`src/design/dndo_pkg.sv`:
```
// Shared types and constants for the day-number date offset block.
`default_nettype none

package dndo_pkg;

  // Field widths of the stream payloads.
  localparam int CMD_W  = 2;
  localparam int DN_W   = 17;
  localparam int AMT_W  = 16;
  localparam int DAY_W  = 5;
  localparam int MON_W  = 4;
  localparam int YEAR_W = 12;

  // Packed stream widths; the data widths are padded to whole bytes.
  localparam int S_DATA_W = 40;
  localparam int S_USER_W = 3;
  localparam int M_DATA_W = 40;
  localparam int M_USER_W = 1;

  // Working width of the shared adder: holds a signed day count well past
  // the largest span plus the largest week shift.
  localparam int AW = 21;

  // Width of a days-in-year value.
  localparam int YD_W = 9;

  // Command codes.
  localparam logic [CMD_W-1:0] CMD_DAYS  = 2'd0;
  localparam logic [CMD_W-1:0] CMD_WEEKS = 2'd1;
  localparam logic [CMD_W-1:0] CMD_YEARS = 2'd2;

  // Month numbers: first, last, and those with special lengths.
  localparam logic [MON_W-1:0] MON_JAN = 4'd1;
  localparam logic [MON_W-1:0] MON_FEB = 4'd2;
  localparam logic [MON_W-1:0] MON_APR = 4'd4;
  localparam logic [MON_W-1:0] MON_JUN = 4'd6;
  localparam logic [MON_W-1:0] MON_SEP = 4'd9;
  localparam logic [MON_W-1:0] MON_NOV = 4'd11;
  localparam logic [MON_W-1:0] MON_DEC = 4'd12;

  // First year of the Gregorian century rule.
  localparam logic [YEAR_W-1:0] GREG_START = 12'd1583;

  // Lengths of years and months.
  localparam logic [YD_W-1:0]  DAYS_YEAR  = 9'd365;
  localparam logic [YD_W-1:0]  DAYS_LEAP  = 9'd366;
  localparam logic [DAY_W-1:0] DAYS_FEB   = 5'd28;
  localparam logic [DAY_W-1:0] DAYS_FEB_L = 5'd29;
  localparam logic [DAY_W-1:0] DAYS_30    = 5'd30;
  localparam logic [DAY_W-1:0] DAYS_31    = 5'd31;

  // Sequencer states.
  typedef enum logic [3:0] {
    ST_IDLE,
    ST_STEP,
    ST_OFFSET,
    ST_SPLIT_Y,
    ST_SPLIT_M,
    ST_SHIFT,
    ST_TARGET,
    ST_BUILD_Y,
    ST_BUILD_M,
    ST_BUILD_D,
    ST_FINISH
  } state_t;

  // Commands to the calendar walker.
  typedef struct packed {
    logic init;
    logic year_inc;
    logic month_inc;
  } cal_ctrl_t;

  // Current position and lengths reported by the calendar walker.
  typedef struct packed {
    logic [YEAR_W-1:0] year;
    logic [MON_W-1:0]  month;
    logic [YD_W-1:0]   year_days;
    logic [DAY_W-1:0]  month_days;
  } cal_stat_t;

endpackage

`default_nettype wire

```
`src/design/day_number_date_offset_top.sv`:
```
// Day-number date offset: shifts a day number by days, weeks or years.
// A day or week shift walks the years and months of the result while splitting it; a year
// shift also walks the start date and the target year.
// Throughput: one transaction at a time; the next is accepted in the cycle after the result loads.
// Reset (rst, synchronous) returns the sequencer to idle and empties the output register.
`default_nettype none

module day_number_date_offset_top #(
  parameter int BASE_YEAR = 1900,
  parameter int YEAR_SPAN = 256
) (
  input  wire logic                            clk,
  input  wire logic                            rst,
  input  wire logic                            s_axis_tvalid,
  output logic                                 s_axis_tready,
  // day_number [16:0], amount [32:17], zero [39:33]
  input  wire logic [dndo_pkg::S_DATA_W-1:0]   s_axis_tdata,
  // cmd [1:0], subtract [2]
  input  wire logic [dndo_pkg::S_USER_W-1:0]   s_axis_tuser,
  output logic                                 m_axis_tvalid,
  input  wire logic                            m_axis_tready,
  // new_day_number [16:0], new_day [21:17], new_month [25:22], new_year [37:26],
  // zero [39:38]
  output logic [dndo_pkg::M_DATA_W-1:0]        m_axis_tdata,
  // out_of_range [0]
  output logic [dndo_pkg::M_USER_W-1:0]        m_axis_tuser
);
  import dndo_pkg::*;

  // Span limits, worked out at elaboration.
  localparam int LAST_YEAR = BASE_YEAR + YEAR_SPAN - 1;
  localparam int PREV_YEAR = BASE_YEAR - 1;
  localparam int LEAPS = (LAST_YEAR / 4 - LAST_YEAR / 100 + LAST_YEAR / 400) -
                         (PREV_YEAR / 4 - PREV_YEAR / 100 + PREV_YEAR / 400);
  localparam int MAX_DN = 365 * YEAR_SPAN + LEAPS;
  localparam logic signed [AW-1:0] MAX_DN_S = AW'(MAX_DN);
  localparam logic signed [AW-1:0] BASE_S   = AW'(BASE_YEAR);
  localparam logic signed [AW-1:0] LAST_S   = AW'(LAST_YEAR);

  state_t               state, state_next;
  logic [DN_W-1:0]      dn_q, dn_q_next;
  logic [AMT_W-1:0]     amt_q, amt_q_next;
  logic                 sub_q, sub_q_next;
  logic signed [AW-1:0] acc, acc_next;
  logic signed [AW-1:0] res, res_next;
  logic signed [AW-1:0] ny, ny_next;
  logic [DAY_W-1:0]     dsave, dsave_next;
  logic [MON_W-1:0]     msave, msave_next;
  logic                 bad, bad_next;
  logic                 final_pass, final_pass_next;

  logic                 out_valid;
  logic [M_DATA_W-1:0]  out_data;
  logic                 out_flag;
  logic                 out_load;

  logic signed [AW-1:0] alu_a, alu_b, alu_y;
  logic                 alu_sub;
  logic                 alu_pos;

  cal_ctrl_t            cal_ctrl;
  cal_stat_t            cal_stat;

  dndo_addsub u_addsub (
    .a   (alu_a),
    .b   (alu_b),
    .sub (alu_sub),
    .y   (alu_y)
  );

  dndo_cal #(
    .BASE_YEAR (BASE_YEAR)
  ) u_cal (
    .clk  (clk),
    .rst  (rst),
    .ctrl (cal_ctrl),
    .stat (cal_stat)
  );

  assign s_axis_tready = (state == ST_IDLE);
  assign alu_pos       = !alu_y[AW-1] && (alu_y != '0);

  // Sequencer state and working registers.
  always_ff @(posedge clk) begin
    if (rst) begin
      state <= ST_IDLE;
    end else begin
      state <= state_next;
    end
    dn_q       <= dn_q_next;
    amt_q      <= amt_q_next;
    sub_q      <= sub_q_next;
    acc        <= acc_next;
    res        <= res_next;
    ny         <= ny_next;
    dsave      <= dsave_next;
    msave      <= msave_next;
    bad        <= bad_next;
    final_pass <= final_pass_next;
  end

  // Next state, shared-unit operands and calendar commands.
  always_comb begin
    state_next      = state;
    dn_q_next       = dn_q;
    amt_q_next      = amt_q;
    sub_q_next      = sub_q;
    acc_next        = acc;
    res_next        = res;
    ny_next         = ny;
    dsave_next      = dsave;
    msave_next      = msave;
    bad_next        = bad;
    final_pass_next = final_pass;
    alu_a           = acc;
    alu_b           = '0;
    alu_sub         = 1'b0;
    cal_ctrl        = '0;
    out_load        = 1'b0;

    unique case (state)
      ST_IDLE: begin
        if (s_axis_tvalid) begin
          dn_q_next       = s_axis_tdata[DN_W-1:0];
          amt_q_next      = s_axis_tdata[DN_W+AMT_W-1:DN_W];
          sub_q_next      = s_axis_tuser[CMD_W];
          bad_next        = 1'b0;
          final_pass_next = 1'b0;
          unique case (s_axis_tuser[CMD_W-1:0])
            CMD_DAYS: begin
              acc_next   = AW'(s_axis_tdata[DN_W+AMT_W-1:DN_W]);
              state_next = ST_OFFSET;
            end
            CMD_WEEKS: begin
              state_next = ST_STEP;
            end
            CMD_YEARS: begin
              if ((s_axis_tdata[DN_W-1:0] == '0) ||
                  (AW'(s_axis_tdata[DN_W-1:0]) > MAX_DN_S)) begin
                bad_next   = 1'b1;
                state_next = ST_FINISH;
              end else begin
                acc_next      = AW'(s_axis_tdata[DN_W-1:0]);
                cal_ctrl.init = 1'b1;
                state_next    = ST_SPLIT_Y;
              end
            end
            default: begin
              bad_next   = 1'b1;
              state_next = ST_FINISH;
            end
          endcase
        end
      end

      // Week count times seven, as eight times less one.
      ST_STEP: begin
        alu_a      = AW'({amt_q, 3'b000});
        alu_b      = AW'(amt_q);
        alu_sub    = 1'b1;
        acc_next   = alu_y;
        state_next = ST_OFFSET;
      end

      // Apply the day offset and check it against the span.
      ST_OFFSET: begin
        alu_a   = AW'(dn_q);
        alu_b   = acc;
        alu_sub = sub_q;
        if (!alu_pos || (alu_y > MAX_DN_S)) begin
          bad_next   = 1'b1;
          state_next = ST_FINISH;
        end else begin
          acc_next        = alu_y;
          res_next        = alu_y;
          final_pass_next = 1'b1;
          cal_ctrl.init   = 1'b1;
          state_next      = ST_SPLIT_Y;
        end
      end

      // Peel whole years off the day count.
      ST_SPLIT_Y: begin
        alu_b   = AW'(cal_stat.year_days);
        alu_sub = 1'b1;
        if (alu_pos) begin
          acc_next          = alu_y;
          cal_ctrl.year_inc = 1'b1;
        end else begin
          state_next = ST_SPLIT_M;
        end
      end

      // Peel whole months off what is left.
      ST_SPLIT_M: begin
        alu_b   = AW'(cal_stat.month_days);
        alu_sub = 1'b1;
        if (alu_pos && (cal_stat.month != MON_DEC)) begin
          acc_next           = alu_y;
          cal_ctrl.month_inc = 1'b1;
        end else begin
          dsave_next = acc[DAY_W-1:0];
          msave_next = cal_stat.month;
          state_next = final_pass ? ST_FINISH : ST_SHIFT;
        end
      end

      // Move the year.
      ST_SHIFT: begin
        alu_a      = AW'(cal_stat.year);
        alu_b      = AW'(amt_q);
        alu_sub    = sub_q;
        ny_next    = alu_y;
        state_next = ST_TARGET;
      end

      // Check the target year and start rebuilding from the base.
      ST_TARGET: begin
        if ((ny < BASE_S) || (ny > LAST_S)) begin
          bad_next   = 1'b1;
          state_next = ST_FINISH;
        end else begin
          acc_next      = '0;
          cal_ctrl.init = 1'b1;
          state_next    = ST_BUILD_Y;
        end
      end

      // Sum the lengths of the years before the target.
      ST_BUILD_Y: begin
        alu_b = AW'(cal_stat.year_days);
        if (cal_stat.year == ny[YEAR_W-1:0]) begin
          state_next = ST_BUILD_M;
        end else begin
          acc_next          = alu_y;
          cal_ctrl.year_inc = 1'b1;
        end
      end

      // Sum the lengths of the months before the target month.
      ST_BUILD_M: begin
        alu_b = AW'(cal_stat.month_days);
        if (cal_stat.month == msave) begin
          state_next = ST_BUILD_D;
        end else begin
          acc_next           = alu_y;
          cal_ctrl.month_inc = 1'b1;
        end
      end

      // Add the day of month, then split the rebuilt number again.
      ST_BUILD_D: begin
        alu_b = AW'(dsave);
        if (alu_y > MAX_DN_S) begin
          bad_next   = 1'b1;
          state_next = ST_FINISH;
        end else begin
          acc_next        = alu_y;
          res_next        = alu_y;
          final_pass_next = 1'b1;
          cal_ctrl.init   = 1'b1;
          state_next      = ST_SPLIT_Y;
        end
      end

      // Hand the result to the output register once it is free.
      ST_FINISH: begin
        if (!out_valid || m_axis_tready) begin
          out_load   = 1'b1;
          state_next = ST_IDLE;
        end
      end

      default: begin
        state_next = ST_IDLE;
      end
    endcase
  end

  // Output register: holds one result until the downstream transaction completes.
  always_ff @(posedge clk) begin
    if (rst) begin
      out_valid <= 1'b0;
    end else if (out_load) begin
      out_valid <= 1'b1;
    end else if (m_axis_tready) begin
      out_valid <= 1'b0;
    end
    if (out_load) begin
      if (bad) begin
        out_data <= '0;
        out_flag <= 1'b1;
      end else begin
        out_data <= {2'b00, cal_stat.year, msave, dsave, res[DN_W-1:0]};
        out_flag <= 1'b0;
      end
    end
  end

  assign m_axis_tvalid   = out_valid;
  assign m_axis_tdata    = out_data;
  assign m_axis_tuser[0] = out_flag;

endmodule

`default_nettype wire

```
`src/design/dndo_addsub.sv`:
```
// Shared signed adder and subtractor used by the arithmetic steps of the sequencer.
`default_nettype none

module dndo_addsub (
  input  wire logic signed [dndo_pkg::AW-1:0] a,
  input  wire logic signed [dndo_pkg::AW-1:0] b,
  input  wire logic                           sub,
  output logic signed [dndo_pkg::AW-1:0]      y
);
  import dndo_pkg::*;

  // Subtraction is addition of the inverted operand with a carry in.
  logic signed [AW-1:0] b_op;

  assign b_op = sub ? ~b : b;
  assign y    = a + b_op + AW'(sub);

endmodule

`default_nettype wire

```
`src/design/dndo_cal.sv`:
```
// Calendar walker: steps year and month and reports their lengths.
`default_nettype none

module dndo_cal #(
  parameter int BASE_YEAR = 1900
) (
  input  wire logic                clk,
  input  wire logic                rst,
  input  wire dndo_pkg::cal_ctrl_t ctrl,
  output dndo_pkg::cal_stat_t      stat
);
  import dndo_pkg::*;

  localparam logic [YEAR_W-1:0] BASE_Y = YEAR_W'(BASE_YEAR);
  localparam logic [1:0]        BASE_M4   = 2'(BASE_YEAR % 4);
  localparam logic [6:0]        BASE_M100 = 7'(BASE_YEAR % 100);
  localparam logic [8:0]        BASE_M400 = 9'(BASE_YEAR % 400);

  logic [YEAR_W-1:0] year;
  logic [MON_W-1:0]  month;
  logic [1:0]        m4;
  logic [6:0]        m100;
  logic [8:0]        m400;
  logic              leap;

  // Year and month position, with running remainders of the year.
  always_ff @(posedge clk) begin
    if (rst) begin
      year  <= BASE_Y;
      month <= MON_JAN;
      m4    <= BASE_M4;
      m100  <= BASE_M100;
      m400  <= BASE_M400;
    end else if (ctrl.init) begin
      year  <= BASE_Y;
      month <= MON_JAN;
      m4    <= BASE_M4;
      m100  <= BASE_M100;
      m400  <= BASE_M400;
    end else begin
      if (ctrl.year_inc) begin
        year <= year + YEAR_W'(1);
        m4   <= m4 + 2'd1;
        m100 <= (m100 == 7'd99) ? 7'd0 : m100 + 7'd1;
        m400 <= (m400 == 9'd399) ? 9'd0 : m400 + 9'd1;
      end
      if (ctrl.month_inc) begin
        month <= month + MON_W'(1);
      end
    end
  end

  // Leap rule: every fourth year, except Gregorian centuries not divisible by 400.
  always_comb begin
    if (m4 != 2'd0) begin
      leap = 1'b0;
    end else if (year < GREG_START) begin
      leap = 1'b1;
    end else begin
      leap = !((m100 == 7'd0) && (m400 != 9'd0));
    end
  end

  // Lengths of the current year and month.
  always_comb begin
    stat.year      = year;
    stat.month     = month;
    stat.year_days = leap ? DAYS_LEAP : DAYS_YEAR;
    case (month) inside
      MON_FEB:                           stat.month_days = leap ? DAYS_FEB_L : DAYS_FEB;
      MON_APR, MON_JUN, MON_SEP, MON_NOV: stat.month_days = DAYS_30;
      default:                           stat.month_days = DAYS_31;
    endcase
  end

endmodule

`default_nettype wire
```
`config.mk`:
```
export PLATFORM = sky130hd
export DESIGN_NAME = day_number_date_offset_top
export DESIGN_NICKNAME = d
export VERILOG_FILES = /design/src/design/dndo_pkg.sv /design/src/design/day_number_date_offset_top.sv /design/src/design/dndo_addsub.sv /design/src/design/dndo_cal.sv
export SDC_FILE = /design/constraint.sdc
export NUM_CORES = 1
export LEC_CHECK = 0
export BUFFER_PORTS_ARGS = -buffer_cell sky130_fd_sc_hd__buf_2
export CORE_UTILIZATION = 55
export DETAILED_ROUTE_END_ITERATION = 8
export PLACE_DENSITY = 0.75
export SYNTH_ARGS = -nofsm -noshare
export SYNTH_HDL_FRONTEND = slang
export SYNTH_HIERARCHICAL = 1
export SYNTH_SLANG_ARGS = --single-unit
```
`constraint.sdc`:
```
create_clock -name clk -period 16.4 [get_ports clk]
set_input_delay 0.82 -clock clk [delete_from_list [all_inputs] [get_ports clk]]
set_output_delay 0.82 -clock clk [all_outputs]
set_load 0.005 [all_outputs]
```
Word level (Yosys, flattened, before mapping):

Cells that the tools add are included.

* word-level logic and storage cells: 178
* output and inout port bits: 43
* register bits after elaboration: 184

* bitwise gates (word level): 2
* equality and inequality tests: 40
* muxes and demuxes: 66
* reductions and logical operators: 38
* add/sub/neg operators: 7
* order comparisons: 5

Operators by type and width (number)
* $mux W21: 10
* $pmux W21 S9: 1
* $pmux W21 S5: 1
* $pmux W21 S3: 1
* $mux W4: 11
* $pmux W4 S11: 1
* $pmux W21 S2: 1
* $pmux W17 S2: 1
* $ne A2 B2 Y1 const B: 16
* $mux W1: 27
* $eq A4 B3 Y1 const B: 6
* $add A21 B1 Y21: 1
* $add A21 B21 Y21: 1
* $gt A21 B13 Y1 const B: 1
* $gt A21 B18 Y1 const B: 1
* $lt A21 B12 Y1 const B: 1
* $not A21 Y21: 1
* $reduce_bool A21 Y1: 1
* $eq A4 B4 Y1 const B: 5
* $reduce_bool A9 Y1: 2
* $gt A17 B17 Y1 const B: 1
* $logic_not A17 Y1: 1
* $add A12 B1 Y12 const B: 1
* $eq A12 B12 Y1: 1
* other kinds (42): 64

Logic depth before layout (Yosys ltp):

Gate-level depths: netlist (run 1).

* word-level depth: 19
* gate-level depth with buffers: 28
* depth with buffers taken out: 27

Cells and area by module:

Netlist (run 1), hierarchy kept.

Modules (own cells, without submodules)
* day_number_date_offset_top: cells each 557, times used 1, seq. area each 4394.2 um2, area an instance 6976.7 um2
* dndo_cal: cells each 204, times used 1, seq. area each 680.7 um2, area an instance 1775.5 um2
* dndo_addsub: cells each 173, times used 1, seq. area each 0.0 um2, area an instance 1305.0 um2

Least setup slack after synthesis (run 1):

No wires, ideal clock.

* kind: flip-flop to flip-flop
* from: reg state[1]
* to: reg acc[0] (enable)
* slack: 9190 ps
* cell stages (with the launch flop): 23
* data arrival time: 6784 ps
* buffers on the path: 5
* clock period less this slack: 7210 ps
* cells stage by stage: dfxtp_1 clkbuf_1 clkbuf_1 clkbuf_1 a21oi_1 o22a_1 nor2_1 buf_2 buf_2 xor2_1 ha_1 a21o_1 a211o_1 o21ba_1 a41oi_2 xnor2_1 nor3_1 nor3b_2 a31oi_2 or2b_1 nor2b_1 a2111o_1 nor3_1

RTL lines
* start: declaration: line day_number_date_offset_top.sv:40 `state_t state, state_next;`
* start signal: assignment: line day_number_date_offset_top.sv:88 `state <= state_next;`
* $eq A4 B3 Y1 (tied with other cells): line day_number_date_offset_top.sv:121 `unique case (state)`
* $reduce_or A3 Y1 (no source line) or $reduce_or A2 Y1 (tied branches)
* $pmux W1 S2 *: line day_number_date_offset_top.sv:121
* via alu_sub: line day_number_date_offset_top.sv:58 `logic alu_sub;`
* $mux W21: line dndo_addsub.sv:15 `assign b_op = sub ? ~b : b;`
* $add A21 B21 Y21: line dndo_addsub.sv:16 `assign y = a + b_op + AW'(sub);`
* $add A21 B1 Y21 *: line dndo_addsub.sv:16
* via alu_y[12]: line day_number_date_offset_top.sv:57 `logic signed [AW-1:0] alu_a, alu_b, alu_y;`
* parallel branches: the longest is 5 deep, another holds $gt A21 B18 Y1
* $reduce_and A11 Y1 (no source line) *
* end signal: assignment: line day_number_date_offset_top.sv:93 `acc <= acc_next;`
* end: declaration: line day_number_date_offset_top.sv:44 `logic signed [AW-1:0] acc, acc_next;`

Mark *: on every way through the listed nets, which the timed path passes.
A chain may end at the register's enable or synchronous reset.

==> metrics.txt, run 1 <==
WHS Path Cells=0; Yosys cell types=83; ys async rst share=0%; CTS tree=yes; Slew headroom=a little under a quarter; CTS sink cnt=between 150 and 200; depth of the worst register-to-register path=25; largest cells by area after synthesis=edfxtp_1, dfxtp_1, xor2_1, mux2i_1, ha_1; Tmin final=8120 ps; final design utilization=a little over three fifths; Worst Path Max Fanout=41; DIE AREA=0.0188 sq mm; Gates resized, CTS repair=0; status=completed; CP Capture Type=register; Reg-to-Reg End=u_cal/m100[6]; Setup Fix Bufs, Post-CTS=0; Hold-fix buffers, CTS=0; number of synthesized flops with an enable pin=between 100 and 150; antenna violations before repair=0; Setup violations, final=0; Starting Density=56.0%; syn_area_per_cell=10.8 sq um; Slew @ Worst Pin=1140 ps; worst reg2reg path startpoint=state[0]; Fin. Hold Viols=0; vias in the first global route=~6,800; critical path class=reg -> reg; CTS buffer count=17; Die Y=137 microns; top-count cell post-synth=edfxtp_1; worst skew pair latency=between 400 and 500 ps; wire per inst=about 18 microns; Worst Clk Skew=~10 ps; Total Routing Usage GR=approximately a quarter; critical path launch point=state[0]; Synth Warn #=6; hold endpoint=dsave[0]; fmax=123 MHz; share of layout cells above drive strength 1=16.9%; GRT overflow=0; flops & latches, synth=around 180; Mapped Area=0.0101 sq mm; Routed WL=about 23 mm; gpl congestion=just under 0.9; synth-to-layout area growth=11.6%; core area=around 0.018 sq mm; period utilization=a little under 50%; sequential element share of the synthesized area=between 50 and 60%; Max Buffers Root-to-Sink=2; DRT antenna net count=0; number of vias per cell=around 6; Syn Inst Count=approximately 930; Reg area=0.00507 sq mm; antenna diode count=0; largest net degree at the start of global routing=between 40 and 50; final max-slew violation count=0; WP data arrival=approximately 8500 ps; Crit path required time=approximately 17,000 ps; setup TNS=0 ps; setup slack after layout=between 8000 and 9000 ps; initial DRC count=607; DR DRC count=0; Yosys top cell area share=42.7%; row cnt=49; clk root buf=clkbuf_16; global-route wire length before repair=around 36 mm; drt pass-1 iters=8; H-tree levels=4; type of the worst min-delay path=reg -> reg; Synth area leader=edfxtp_1; dominant synthesized flop cell=edfxtp_1; Vias=~7,500; I/O Pins=90; port bufs=80; Reg clk slew, reported paths=approximately 70 ps; final net count=approximately 1,100; hold wc startpoint=acc[0]; Setup WS pre-CTS=around 8500 ps; fill count=about 1,500; RSZ-0062 raised after global routing=no; area of the multi-input gates=0.00464 sq mm; max_cap viols=0; reg-to-reg slack, setup=roughly 8300 ps; Setup crit start kind=register; Commonest cells post-synth=edfxtp_1, nand2_1, nor2_1, xor2_1, nor2b_1; Post-DP HPWL=16.2 mm; Die W=~140 microns
[cell families after synthesis]
group / share of synthesized area [%]
AND/OR/NAND/NOR: 16.5
AO/OA/AOI/OAI: 14.3
flip-flops: 50.5
buffers and inverters: 3.97
XOR/XNOR: 6.53
multiplexers: 4.38
adder cells (fa/ha/maj): 3.81
other: 0.112
[worst max path at each step]
| stage | endpoint | cells after the start |
|---|---|---|
| 2_1_floorplan | acc[0] | 22 |
| 3_3_place_gp | u_cal/m100[5] | 25 |
| 3_5_place_dp | u_cal/m100[6] | 25 |
| 4_1_cts | u_cal/m100[6] | 25 |
| 5_1_grt | u_cal/m100[6] | 25 |
| 6_report | u_cal/m100[6] | 25 |
[per-stage QoR]
step | hold slack, ps | instance area [sq um] | std cells
6_report | 490 | 11200 | 1243
5_1_grt | 502 | 11200 | 1243
4_1_cts | 486 | 11200 | 1243
3_5_place_dp | 473 | 10600 | 1211
3_3_place_gp | 467 | 10600 | 1211
2_1_floorplan | 446 | 10100 | 943
[per-layer routing]
| layer | GRT usage [%] | routed length [microns] |
|---|---|---|
| met5 | 0 | 0 |
| met4 | 6.84 | 250 |
| met3 | 5.26 | 1580 |
| met2 | 39.4 | 10300 |
| met1 | 34.9 | 10400 |
[critical path: stages (launching register included)]
cell      delay [ps]
dfxtp_1          470
nor2_1           440
nand2_1          250
nor2_2           120
buf_4            370
nor2_1           190
buf_4            270
a222oi_1         240
inv_1            120
mux2i_2          280
fa_1             280
nor2b_1           80
o31a_1           290
o21ai_1          330
nand2_1          110
xor2_1           530
nand3_1          200
nor4_1           390
nand2_1           90
a221oi_1         840
nor2_1           150
a21oi_1          240
o21ai_0          200
nor2_1           920
o41ai_2          360
a21oi_1          230
[flip-flops by register name (all words and copies together), names as in the netlist, 4 cells and up]
signal,cells
amt_q,16
res,17
dsave,5
acc,21
msave,4
m_axis_tdata,38
u_cal/m100,7
state,4
u_cal/month,4
u_cal/m400,9
dn_q,17
ny,21
u_cal/year,12
[layout by cell type (no fill, tap or decap), drive strengths merged, types with 20 or more instances in the layout]
master	synthesis	routed
edfxtp	143	143
buf	26	94
nand2	72	72
nor2	62	62
xor2	48	48
o21ai	48	48
nor2b	44	44
inv	35	42
dfxtp	39	39
mux2i	38	38
a21oi	37	37
nand3	29	29
ha	29	29
xnor2	27	27
o31ai	20	20
[layout make-up]
| type | instances | area share (%) |
|---|---|---|
| clock buffers | 17 | 3.79 |
| multi-input cells | 671 | 41.4 |
| well taps | 229 | 2.55 |
| inverters | 35 | 1.17 |
| clock inverters | 15 | 1.39 |
| flip-flops and latches | 182 | 45.2 |
| repair buffers | 94 | 4.50 |
Power of run 1 is left out: the tool's default activity adds up to more than one toggle a clock period on the data nets, which glitch-free logic cannot reach.
==> inputs of run 2 (changes only) <==
==> constraint.sdc (replaced) <==
create_clock -name clk -period 7.7 [get_ports clk]
set_input_delay 0.385 -clock clk [delete_from_list [all_inputs] [get_ports clk]]
set_output_delay 0.385 -clock clk [all_outputs]
set_load 0.005 [all_outputs]
==> run 2 against run 1 <==
  * First-iteration DRC count grew 40%
  * Hold slack lost 380 ps
  * Worst setup slack lost 7600 ps
  * Die area is the same
  * Fmax grew 16%
  * Global-route usage grew 0.49 points
==> metrics.txt, run 2 (same netlist as run 1, synthesis figures left out) <==
status=completed; largest net degree at the start of global routing=41 (-2.4%); Tmin final=7020 ps (-1100 ps); DRT antenna net count=0 (unchanged); dpl cell area=0.0107 sq mm (+0.28%); Hold-fix buffers, CTS=0 (unchanged); Worst path max stage delay=800 ps (-120 ps); Worst Path Max Fanout=15 (-63%); synth-to-layout area growth=12.3%; CTS tree=yes; commonest non-fill, non-tap cells in the layout=edfxtp_1, buf_2, nand2_1, nor2_1, xor2_1; critical path class=reg -> reg; antenna violations before repair=0 (unchanged); Die W=137 microns (unchanged); WP data arrival=7400 ps (-1080 ps); I/O Pins=90 (unchanged); Starting Density=56.0% (unchanged); max_cap viols=0 (unchanged); Total Routing Usage GR=25.5% (+0.49 points); CP Capture Type=register; Fin. Hold Viols=0 (unchanged); Reg clk slew, reported paths=70 ps (about the same); Post-DP HPWL=16.3 mm (+0.82%); number of vias per cell=6.03 (about the same); Slew @ Worst Pin=1150 ps (+8.08 ps); core area=0.0180 sq mm (unchanged); Vias=7,521 (+0.24%); Crit path required time=8080 ps (-8680 ps); H-tree levels=4 (unchanged); Setup violations, final=0 (unchanged); Worst Path Buf+Inv=4 (+1); max reg flops=38 (unchanged); Setup Fix Bufs, Post-CTS=0 (unchanged); Routed WL=22.6 mm (+0.23%); period utilization=91.2% (+42 points); wire per inst=18.1 microns (about the same); RSZ-0062 raised after global routing=no; initial DRC count=851 (+40%); global-route wire length before repair=35.9 mm (+0.99%); DIE AREA=0.0188 sq mm (unchanged); GRT overflow=0 (unchanged); final max-slew violation count=0 (unchanged); Max Buffers Root-to-Sink=2 (unchanged); fmax=142 MHz (+16%); final net count=1,082 (+0.37%); Setup crit start kind=register; Top delay family on crit path=simple AND/OR/NAND/NOR gates; share of layout cells above drive strength 1=17.2% (+0.33 points); Gates resized, CTS repair=0 (unchanged); drt pass-1 iters=6 (-2); gpl congestion=0.848 (-2.8%); Slew headroom=23.0% (-0.60 points); fill count=1,419 (-3.0%); commonest non-fill, non-tap cell in the layout=edfxtp_1; clk root buf=clkbuf_16; design area=0.0113 sq mm (+0.60%); CTS sink cnt=182 (unchanged); setup TNS=0 ps (unchanged); Die Y=137 microns (unchanged); worst skew pair latency=440 ps (about the same); DR DRC count=0 (unchanged); row cnt=49 (unchanged); CTS buffer count=17 (unchanged); vias in the first global route=6,851 (+0.48%); port bufs=80 (unchanged); type of the worst min-delay path=in -> reg; Worst Clk Skew=9.31 ps (-0.645 ps); slowest CP cell=nor2_1; antenna diode count=0 (unchanged)
[run 2: stage by stage]
stage / hold slack, ps / util (%) / setup WS [ps] / cells
final: 114 / 62.9 / 678 / 1247
after global placement: 470 / 59.4 / 1080 / 1215
after floorplan: 446 / - / 490 / 943
after global routing: 99.4 / 62.9 / 291 / 1247
after CTS: 99.9 / 62.9 / 911 / 1247
after detailed placement: 470 / 59.4 / 965 / 1215
[run 2: cell type report]
class	count	area (sq um)	area share (%)
repair buffers	98	536	4.74
well taps	229	287	2.54
multi-input cells	671	4640	41.1
flip-flops and latches	182	5070	44.9
inverters	35	131	1.16
clock inverters	13	155	1.37
clock buffers	19	464	4.11
[run 2: worst paths after layout]
kind                                       to       startpoint  cells after the start  slack, ps
worst max register to register  u_cal/m100[5]         state[3]                     26        680
worst min-delay path                    sub_q  s_axis_tuser[2]                      1        110
worst min register to register       dsave[0]           acc[0]                      0        500
worst max-delay path            u_cal/m100[5]         state[3]                     26        680
[run 2: per-layer routing]
| layer | share of wire, % | track usage, % | up-vias |
|---|---|---|---|
| met1 | 44 | 35.7 | 3552 |
| li1 | - | - | 3590 |
| met3 | 8.6 | 6.18 | 43 |
| met5 | 0 | 0 | - |
| met4 | 2.5 | 9.65 | 0 |
| met2 | 45 | 38.1 | 336 |
Power of run 2 is left out for the same reason.
==> inputs of run 3 (changes only) <==
--- a/config.mk
+++ b/config.mk
@@ -5,10 +5,11 @@
 export SDC_FILE = /design/constraint.sdc
 export NUM_CORES = 1
 export LEC_CHECK = 0
-export BUFFER_PORTS_ARGS = -buffer_cell sky130_fd_sc_hd__buf_2
+export ABC_AREA = 1
+export BUFFER_PORTS_ARGS = -buffer_cell sky130_fd_sc_hd__buf_4
 export CORE_UTILIZATION = 55
 export DETAILED_ROUTE_END_ITERATION = 8
-export PLACE_DENSITY = 0.75
+export PLACE_DENSITY = 0.74
 export SYNTH_ARGS = -nofsm -noshare
 export SYNTH_HDL_FRONTEND = slang
 export SYNTH_HIERARCHICAL = 1
==> run 3 against run 2 <==
  * Wire length is 15% higher
  * Fmax is 21% higher
  * Clock-buffer cell count is 3 higher
  * Area after synthesis is 6.3% higher
  * Synthesized cell count is 39% higher
  * Largest cell class unchanged
  * Hold slack better by 11 ps
  * Clock skew is 0.80 ps higher
==> metrics.txt, run 3 <==
Post-DP HPWL=19.8 mm (+22%); drt pass-1 iters=5 (-1); WP data arrival=6120 ps (-1280 ps); RSZ-0062 raised after global routing=no; dominant synthesized flop cell=edfxtp_1; fmax=172 MHz (+21%); Syn Inst Count=1,299 (+39%); Gates resized, CTS repair=0 (unchanged); Setup WS pre-CTS=2090 ps (+1130 ps); commonest non-fill, non-tap cell in the layout=nand2_1; wire per inst=15.7 microns (-13%); Worst Clk Skew=10.1 ps (+0.796 ps); Commonest cells post-synth=nand2_1, inv_1, nor2_1, edfxtp_1, nand3_1; Worst path max stage delay=620 ps (-180 ps); largest net degree at the start of global routing=40 (-2.4%); Die W=141 microns (+3.0%); DRT antenna net count=0 (unchanged); syn_area_per_cell=8.23 sq um (-24%); gpl congestion=0.944 (+11%); final net count=1,458 (+35%); Slew @ Worst Pin=1090 ps (-62.0 ps); number of synthesized flops with an enable pin=143 (unchanged); Yosys cell types=54 (-35%); top-count cell post-synth=nand2_1; period utilization=75.3% (-16 points); share of layout cells above drive strength 1=13.1% (-4.1 points); Synth Warn #=6 (unchanged); Worst Path Max Fanout=21 (+6); CTS tree=yes; Reg area=0.00507 sq mm (unchanged); status=completed; Die Y=141 microns (+3.0%); Total Routing Usage GR=27.2% (+1.7 points); Reg clk slew, reported paths=70 ps (about the same); commonest non-fill, non-tap cells in the layout=nand2_1, inv_1, nor2_1, edfxtp_1, buf_4; H-tree levels=4 (unchanged); Finished Layout Cells=1,654 (+33%); Leak Pwr=approximately 5.4 nW; port bufs=80 (unchanged); setup slack after layout=1900 ps (+1220 ps); Vias=8,722 (+16%); CP Capture Type=register; max reg flops=38 (unchanged); dpl cell area=0.0115 sq mm (+7.8%); flops & latches, synth=182 (unchanged); Tmin final=5800 ps (-1220 ps); GRT overflow=0 (unchanged); critical path class=reg -> reg; Synth area leader=edfxtp_1; design area=0.0121 sq mm (+6.9%); antenna violations before repair=0 (unchanged); I/O Pins=90 (unchanged); Routed WL=26.0 mm (+15%); most frequent CP cell=nand2_1; global-route wire length before repair=41.5 mm (+16%); clk root buf=clkbuf_16; IR drop worst, VDD=0.234 mV; Slew headroom=27.3% (+4.3 points); sequential element share of the synthesized area=47.5% (-3.0 points); CTS sink cnt=182 (unchanged); core area=0.0189 sq mm (+5.2%); vias in the first global route=8,185 (+19%); Fin. Hold Viols=0 (unchanged); DR DRC count=0 (unchanged); Starting Density=56.6% (+0.58 points); largest cells by area after synthesis=edfxtp_1, nand2_1, dfxtp_1, inv_1, nor2_1; type of the worst min-delay path=in -> reg; area of the multi-input gates=0.00463 sq mm (-0.30%); synth-to-layout area growth=12.9%; Crit path required time=8020 ps (-60 ps); initial DRC count=905 (+6.3%); Placed Cells=1,622 (+33%); Setup Fix Bufs, Post-CTS=0 (unchanged); final design utilization=63.9% (+1.0 points); Max Buffers Root-to-Sink=2 (unchanged); fill count=1,679 (+18%); Setup violations, final=0 (unchanged); ys async rst share=0% (unchanged); antenna diode count=0 (unchanged); Yosys top cell area share=40.2% (-2.5 points); final max-slew violation count=0 (unchanged); pwr dens=around 500 mW/mm^2; max_cap viols=0 (unchanged); Mapped Area=0.0107 sq mm (+6.3%); Hold-fix buffers, CTS=0 (unchanged); worst skew pair latency=430 ps (about the same); setup TNS=0 ps (unchanged); row cnt=50 (+2.0%); Setup crit start kind=register; number of vias per cell=5.27 (-13%); CTS buffer count=17 (unchanged); slowest CP cell=dfxtp_1; DIE AREA=0.0200 sq mm (+6.2%)
-- run 3: power breakdown --
| group | total (mW) | leakage, nW | internal, mW | switching, mW |
|---|---|---|---|---|
| clock network | 0.843 | 0.275 | 0.457 | 0.386 |
| logic | 3.54 | 3.45 | 1.05 | 2.49 |
| registers | 1.65 | 1.65 | 1.56 | 0.0897 |
-- run 3: cell type report --
| class | instances | area share, % |
|---|---|---|
| Clock buffer | 22 | 4.02 |
| Timing Repair Buffer | 94 | 5.85 |
| Sequential cell | 182 | 42.0 |
| Multi-Input combinational cell | 882 | 38.3 |
| Inverter | 204 | 6.34 |
| Tap cell | 260 | 2.69 |
| Clock inverter | 10 | 0.705 |
-- run 3: layer usage --
layer | GRT usage [%] | part of all wire [%]
met5 | 0 | 0
met4 | 8.77 | 2.0
met3 | 4.62 | 6.8
met2 | 43.6 | 45
met1 | 37.6 | 46
-- run 3: logic make-up after synthesis --
group / after synthesis / share of synthesized area, %
buffers and inverters: 244 / 9.68
AOI/OAI and AO/OA: 158 / 9.37
other: 3 / 0.105
and+or+nand+nor: 630 / 25.5
adders and majority gates: 30 / 3.58
DFF: 182 / 47.5
xor gates and xnor gates: 52 / 4.26
-- run 3: metrics by stage --
step,power (mW),hold WS [ps]
3_3_place_gp,5.04,444
6_report,6.03,125
3_5_place_dp,5.11,452
5_1_grt,6.44,120
4_1_cts,5.96,111
2_1_floorplan,4.06,426
-- run 3: final timing paths --
| path | from | to | slack (ps) | cells past startpoint |
|---|---|---|---|---|
| hold reg to reg | acc[0] | dsave[0] | 470 | 0 |
| setup reg to reg | state[2] | u_cal/m100[5] | 1900 | 32 |
| hold / removal | s_axis_tuser[2] | sub_q | 130 | 1 |
| setup / recovery | state[2] | u_cal/m100[5] | 1900 | 32 |
-- run 3: worst max-delay path, delay by kind of cell (launching register included) --
family | cells | cell delay [ps]
AOI/OAI and AO/OA | 1 | 170
xor gates and xnor gates | 1 | 460
adders and majority gates | 1 | 430
buffers and inverters | 8 | 1220
DFF | 1 | 620
and+or+nand+nor | 21 | 2760
No activity file was read; power rests on OpenSTA's default activity.
